===== config.mk =====
export PLATFORM = sky130hd
export DESIGN_NAME = zone_led_pwm_with_fade_top
export DESIGN_NICKNAME = d
export VERILOG_FILES = /design/src/hdl/zlpf_pkg.sv /design/src/hdl/zlpf_chan.sv /design/src/hdl/zone_led_pwm_with_fade_top.sv
export SDC_FILE = /design/constraint.sdc
export NUM_CORES = 2
export LEC_CHECK = 0
export ABC_AREA = 0
export ABC_CLOCK_PERIOD_IN_PS = 6700
export BUFFER_PORTS_ARGS = -buffer_cell sky130_fd_sc_hd__buf_2
export CORE_ASPECT_RATIO = 1.4
export CORE_UTILIZATION = 40
export DETAILED_ROUTE_END_ITERATION = 6
export GPL_TIMING_DRIVEN = 0
export PLACE_DENSITY_LB_ADDON = 0.25
export SETUP_SLACK_MARGIN = 0.2
export SYNTH_ARGS = -nofsm -noshare
export SYNTH_HDL_FRONTEND = slang
export SYNTH_HIERARCHICAL = 1
export SYNTH_SLANG_ARGS = --single-unit

===== constraint.sdc =====
create_clock -name clk -period 6.7 [get_ports clk]
set_input_delay 0.67 -clock clk [delete_from_list [all_inputs] [get_ports clk]]
set_output_delay 0.67 -clock clk [all_outputs]
set_load 0.05 [all_outputs]

===== src/hdl/zlpf_pkg.sv =====
`timescale 1ns / 1ps

package zlpf_pkg;

  // Default build of the block.
  localparam int ZONES_DEF      = 12;
  localparam int FULL_SCALE_DEF = 100;

  // Fixed field widths.
  localparam int KIND_W  = 2;
  localparam int ZONE_W  = 4;
  localparam int COLOR_W = 2;
  localparam int LEVEL_W = 7;
  localparam int PINS_W  = 36;

  // Channels per zone: red, green, blue.
  localparam int COLORS = 3;

  // Item kinds.
  localparam logic [KIND_W-1:0] KIND_REFRESH = 2'd0;
  localparam logic [KIND_W-1:0] KIND_DUTY    = 2'd1;
  localparam logic [KIND_W-1:0] KIND_SET     = 2'd2;

  typedef struct packed {
    logic [KIND_W-1:0]  kind;
    logic [ZONE_W-1:0]  zone;
    logic [COLOR_W-1:0] color;
    logic [LEVEL_W-1:0] level;
  } in_item_t;

  typedef struct packed {
    logic [PINS_W-1:0] led_pins;
    logic [ZONE_W-1:0] active_zone;
  } out_item_t;

  // Per-channel control decoded from one item.
  typedef struct packed {
    logic               refresh;
    logic               duty;
    logic               set;
    logic [LEVEL_W-1:0] level;
  } chan_ctl_t;

endpackage


===== src/hdl/zlpf_chan.sv =====
`timescale 1ns / 1ps

module zlpf_chan #(
  parameter int FULL_SCALE = zlpf_pkg::FULL_SCALE_DEF
) (
  input  logic                clk,
  input  logic                rst_n,
  input  logic                upd,
  input  zlpf_pkg::chan_ctl_t ctl,
  output logic                pin_nxt
);

  localparam logic [zlpf_pkg::LEVEL_W-1:0] FS = zlpf_pkg::LEVEL_W'(FULL_SCALE);

  logic                         pin_r;
  logic [zlpf_pkg::LEVEL_W-1:0] duty_r, duty_nxt;
  logic [zlpf_pkg::LEVEL_W-1:0] fade_r, fade_nxt;
  logic [zlpf_pkg::LEVEL_W-1:0] target_r, target_nxt;

  always_comb begin
    pin_nxt    = pin_r;
    duty_nxt   = duty_r;
    fade_nxt   = fade_r;
    target_nxt = target_r;
    if (ctl.refresh) begin
      // Restart the period at the current fade level, then move the fade one step.
      pin_nxt  = 1'b0;
      duty_nxt = fade_r;
      if (target_r > fade_r) begin
        fade_nxt = fade_r + 1'b1;
      end else if (target_r < fade_r) begin
        fade_nxt = fade_r - 1'b1;
      end
    end
    if (ctl.duty && !pin_r) begin
      if (duty_r >= FS) begin
        pin_nxt = 1'b1;
      end else begin
        duty_nxt = duty_r + 1'b1;
      end
    end
    if (ctl.set) begin
      target_nxt = ctl.level;
    end
  end

  always_ff @(posedge clk) begin
    if (!rst_n) begin
      pin_r    <= 1'b0;
      duty_r   <= '0;
      fade_r   <= '0;
      target_r <= '0;
    end else if (upd) begin
      pin_r    <= pin_nxt;
      duty_r   <= duty_nxt;
      fade_r   <= fade_nxt;
      target_r <= target_nxt;
    end
  end

endmodule


===== src/hdl/zone_led_pwm_with_fade_top.sv =====
`timescale 1ns / 1ps

// Channel   Ports                          Item
// -------   ----------------------------   -----------------------------------
// input     in_valid, in_stall, in_data    kind, zone, color, level
// result    out_valid, out_stall, out_data led_pins, active_zone
//
// One item is accepted per cycle while in_stall is low; its result is registered.
// All channel state sits in per-channel registers that update in the accept cycle,
// so the single result register plus one skid entry set the pace, not the work.
// Synchronous active-low reset clears all channel state, the zone pointer and both
// valid flags; no clearing pass is needed.
// A stalled result is held; one more item is taken into the skid entry, after which
// in_stall rises until the result side drains.

module zone_led_pwm_with_fade_top #(
  parameter int ZONES      = zlpf_pkg::ZONES_DEF,
  parameter int FULL_SCALE = zlpf_pkg::FULL_SCALE_DEF
) (
  input  logic                clk,
  input  logic                rst_n,
  input  logic                in_valid,
  output logic                in_stall,
  input  zlpf_pkg::in_item_t  in_data,
  output logic                out_valid,
  input  logic                out_stall,
  output zlpf_pkg::out_item_t out_data
);

  localparam int CHANNELS = ZONES * zlpf_pkg::COLORS;
  localparam logic [zlpf_pkg::ZONE_W-1:0]  LAST_ZONE = zlpf_pkg::ZONE_W'(ZONES - 1);
  localparam logic [zlpf_pkg::LEVEL_W-1:0] FS        = zlpf_pkg::LEVEL_W'(FULL_SCALE);

  logic                         acc;
  logic                         out_fire, out_free;
  logic                         is_refresh, is_duty, is_set;
  logic [zlpf_pkg::ZONE_W-1:0]  zone_ptr_r, zone_ptr_nxt;
  logic [zlpf_pkg::LEVEL_W-1:0] level_sat;
  logic [CHANNELS-1:0]          pin_nxt;
  logic [zlpf_pkg::PINS_W-1:0]  pins;
  zlpf_pkg::out_item_t          res;
  logic                         out_valid_r, skid_valid_r;
  zlpf_pkg::out_item_t          out_data_r, skid_data_r;

  assign acc      = in_valid && !skid_valid_r;
  assign in_stall = skid_valid_r;

  assign is_refresh = (in_data.kind == zlpf_pkg::KIND_REFRESH);
  assign is_duty    = (in_data.kind == zlpf_pkg::KIND_DUTY);
  assign is_set     = (in_data.kind == zlpf_pkg::KIND_SET);

  // Pointer wraps to zone zero after the last zone.
  always_comb begin
    zone_ptr_nxt = zone_ptr_r;
    if (is_refresh) begin
      if (zone_ptr_r >= LAST_ZONE) begin
        zone_ptr_nxt = '0;
      end else begin
        zone_ptr_nxt = zone_ptr_r + 1'b1;
      end
    end
  end

  // Targets saturate at full scale.
  assign level_sat = (in_data.level > FS) ? FS : in_data.level;

  // One lane per channel. Out-of-range zones or a color of three match no lane,
  // so such a set-target item changes nothing.
  for (genvar z = 0; z < ZONES; z++) begin : g_zone
    for (genvar c = 0; c < zlpf_pkg::COLORS; c++) begin : g_color
      zlpf_pkg::chan_ctl_t ctl;

      assign ctl.refresh = is_refresh && (zone_ptr_nxt == zlpf_pkg::ZONE_W'(z));
      assign ctl.duty    = is_duty;
      assign ctl.set     = is_set && (in_data.zone == zlpf_pkg::ZONE_W'(z))
                           && (in_data.color == zlpf_pkg::COLOR_W'(c));
      assign ctl.level   = level_sat;

      zlpf_chan #(
        .FULL_SCALE(FULL_SCALE)
      ) u_chan (
        .clk    (clk),
        .rst_n  (rst_n),
        .upd    (acc),
        .ctl    (ctl),
        .pin_nxt(pin_nxt[z*zlpf_pkg::COLORS+c])
      );
    end
  end

  // Channels beyond the pin vector are dropped; missing ones read as off.
  for (genvar b = 0; b < zlpf_pkg::PINS_W; b++) begin : g_pin
    if (b < CHANNELS) begin : g_used
      assign pins[b] = pin_nxt[b];
    end else begin : g_unused
      assign pins[b] = 1'b0;
    end
  end

  assign res.led_pins    = pins;
  assign res.active_zone = zone_ptr_nxt;

  always_ff @(posedge clk) begin
    if (!rst_n) begin
      zone_ptr_r <= '0;
    end else if (acc) begin
      zone_ptr_r <= zone_ptr_nxt;
    end
  end

  // Result register with one skid entry behind it.
  assign out_fire = out_valid_r && !out_stall;
  assign out_free = !out_valid_r || out_fire;

  always_ff @(posedge clk) begin
    if (!rst_n) begin
      out_valid_r  <= 1'b0;
      skid_valid_r <= 1'b0;
    end else if (out_free) begin
      if (skid_valid_r) begin
        out_valid_r  <= 1'b1;
        skid_valid_r <= 1'b0;
      end else begin
        out_valid_r <= acc;
      end
    end else if (acc) begin
      skid_valid_r <= 1'b1;
    end
  end

  always_ff @(posedge clk) begin
    if (out_free) begin
      if (skid_valid_r) begin
        out_data_r <= skid_data_r;
      end else if (acc) begin
        out_data_r <= res;
      end
    end else if (acc) begin
      skid_data_r <= res;
    end
  end

  assign out_valid = out_valid_r;
  assign out_data  = out_data_r;

endmodule


==> results.ini <==
[status]
status=complete, but fails checks
failed_checks=design-rule violations

[cells_and_area]
fin_cells=8896
fill_cells=13800
drive_above_1_share_pct=8.39
area_growth_pct=11.9
post-route-util_pct=45.1
fin_nets=7508

[logic_synthesis]
synth_edf_count=80
ys_warn_count=6
seq_area_frac_synth_pct=32.4
syn-num-nets=7316
synth.avg_cell_area_um2=8.44
synth_cell_types=83
syn_inst=6722
async_flop_share_pct=0
ys_seq_elements=878
syn_area_um2=56700
ys.flop_type=dfxtp_1

[pwr]
power_density_nw_per_um2=186
vdd_drop_max_v=0.000201
p_leak_uw=0.0228

[floorplanning]
start_util_pct=40.3
io_pins=61
die_y_um=448
rows=163
coreArea_um2=141000
dieArea_um2=143000
die_w_um=320

[route]
drt_wl_total_mm=163
ant_nets=0
dr.pass1.iters=7
drcViolationCount=1
dr.first_iter.drc_count=3314
post_drt_via_cell_ratio=5.88
avgRoutedWirePerCell_um=18.3
vias=52300

[sta]
final.min_clock_period_ns=3.94
fmax_ghz=0.254
hold_viol=0
whs_ns=0.347
min_period_over_period_pct=58.8
finalSetupViolCount=0
tightest_slew_ns=1.47
fin_ws_ns=2.76
fin_skew_ns=0.0258
final_max_slew_viol_count=0
relSlewSlack_pct=1.81
rsz0062_at_grt=no

[setup_path]
max_stage_delay_ns=0.79
cp-start-kind=flop
crit_type=reg2reg
r2r_slack_ns=2.76
setup.worst_path.end_class=flop
crit_top_cell=buf_4
crit_slowest_cell=nor4_2
worstPathMaxFanout=9
crit_start=zone_ptr_r[0]
cp_top_family=simple AND/OR/NAND/NOR gates
path_buf_inv=3
worstPathCellList=ha_1 > buf_4 > o21ai_1 > nand3_1 > nor4_2 > buf_4 > buf_4 > nand2_1 > a2111oi_0 > a31o_2 > mux2i_1
arrival_ns=4.56
timing.rr.start=zone_ptr_r[0]
required_ns=7.32

[cts]
cts_root_buffer=clkbuf_16
ctsResizeCount=0
tritoncts=done
path_clk_slew_ns=0.06
clock_latency_ns=0.70
ctsHtreeMaxLevel=3
ctsHoldBuffers=0
cts_setup_buffers=0
clkSinkCount=878
cts_buffers=95
cts.path.max_buffers=3

[placed_design]
dpl.hpwl_mm=115
post-place-ws_ns=2.64
gp_congestion=0.868
placed_cells=8714
port_buffers=60

[global_routing]
grt_use_total_pct=22.0
grt_overflow_total=0
grt_pass1_wl_mm=260
use_met2_pct=39.9
grt_use_met1_pct=26.3
grt-busiest-layer=met2
grt_max_degree=106
use_met3_pct=2.56
antenna_found_initial=8
grt_pass1_vias=50000

[worst_hold_path]
hold_path.class=in2reg
min_from=in_valid

[run]
max_cap_viol_count=0

## metal layers
metal | up-vias | wire length [um] | part of all wire [%]
li1 | 25700 | - | -
met1 | 25100 | 68500 | 42
met2 | 1166 | 81200 | 50
met3 | 318 | 7200 | 4.4
met4 | 8 | 5660 | 3.5
met5 | - | 51 | 0.031
## synth_stat cells, types with 36 or more instances
master / n / area (um2)
a21oi_1: 863 / 4320
dfxtp_1: 798 / 16000
nand2_1: 630 / 2360
nand3_1: 580 / 2900
ha_1: 539 / 6740
inv_1: 439 / 1650
o21ai_0: 329 / 1650
nor2_1: 223 / 837
o21ai_1: 185 / 926
a211oi_1: 152 / 1140
nand4_1: 142 / 888
xnor2_1: 108 / 946
clkbuf_1: 86 / 323
edfxtp_1: 80 / 2400
a311oi_1: 73 / 639
o21bai_1: 72 / 541
o31ai_1: 72 / 541
a21o_1: 71 / 533
o211a_1: 69 / 691
buf_2: 42 / 210
nor2b_1: 41 / 257
mux2i_1: 40 / 400
mux2_2: 38 / 428
nand2b_1: 38 / 238
nor4_1: 38 / 238
o21ai_2: 38 / 333
a32oi_1: 37 / 324
and4_1: 37 / 324
nor3_1: 37 / 185
or2_2: 37 / 231
xor2_1: 37 / 324
a22o_1: 36 / 315
a31oi_1: 36 / 225
buf_1: 36 / 135
fa_1: 36 / 721
nand3b_1: 36 / 270
or3_1: 36 / 225
## path summary, 6_finish.rpt
check | end | cells past startpoint
worst min-delay path | out_valid | 3
worst max-delay path | g_zone[3].g_color[2].u_chan/fade_r[6] | 11
worst max register to register | g_zone[3].g_color[2].u_chan/fade_r[6] | 11
worst min register to register | g_zone[4].g_color[2].u_chan/target_r[0] | 2
## sequential cells by signal, summed over array words and instances (netlist names)
signal,cells
g_zone.g_color.u_chan/pin_r,36
g_zone.g_color.u_chan/target_r,252
out_data,40
zone_ptr_r,4
g_zone.g_color.u_chan/fade_r,252
in_stall,1
skid_data_r,40
out_valid,1
g_zone.g_color.u_chan/duty_r,252
## tightest hold or removal path: cells and delay by family
kind / cells / cell delay (ns)
AND/OR/NAND/NOR: 1 / 0.07
buffers and inverters: 1 / 0.09
AO/OA/AOI/OAI: 1 / 0.16
## layout by cell type (no fill, tap or decap), drive strengths merged, types with 108 or more instances in the layout
master | netlist | layout
a21oi | 863 | 863
nand3 | 582 | 582
xnor2 | 108 | 108
o21ai | 552 | 552
buf | 82 | 177
dfxtp | 798 | 798
ha | 539 | 539
inv | 439 | 443
nand2 | 632 | 632
nor2 | 258 | 258
nand4 | 142 | 142
clkbuf | 86 | 234
a211oi | 153 | 153
## per-stage QoR
step	setup TNS [ns]	total power [uW]	area (um2)
3_5_place_dp	0	6420	60300
3_3_place_gp	-1362.83	6380	59400
2_1_floorplan	0	6060	56700
6_report	0	11800	63500
4_1_cts	0	12000	63500
5_1_grt	0	12200	63500
## logic make-up (layout without fill, tap and decap cells)
kind of cell,count (synthesis),count (layout),synth area share [%]
XOR/XNOR,145,145,2.24
buffers and inverters,641,915,4.38
adder cells (fa/ha/maj),575,575,13.2
AO/OA/AOI/OAI,2435,2435,28.6
flip-flops,878,878,32.4
other,0,3,0
AND/OR/NAND/NOR,1969,1969,17.7
multiplexers,79,79,1.48
## power breakdown
part / internal [uW] / switching, uW / total, uW
logic: 223 / 659 / 882
clock network: 3170 / 2320 / 5480
registers: 5360 / 70.9 / 5430
## cell type report
| cell class | count | area, um2 | area share, % |
|---|---|---|---|
| Tap cell | 1897 | 2370 | 3.74 |
| Clock inverter | 31 | 322 | 0.506 |
| Timing Repair Buffer | 95 | 978 | 1.54 |
| Buffer | 168 | 718 | 1.13 |
| Multi-Input combinational cell | 5203 | 36000 | 56.8 |
| Sequential cell | 878 | 18400 | 28.9 |
| Inverter | 473 | 1780 | 2.80 |
| Clock buffer | 148 | 2890 | 4.56 |
| Antenna cell | 3 | 7.51 | 0.0118 |
(Power assumes the default switching activity.)
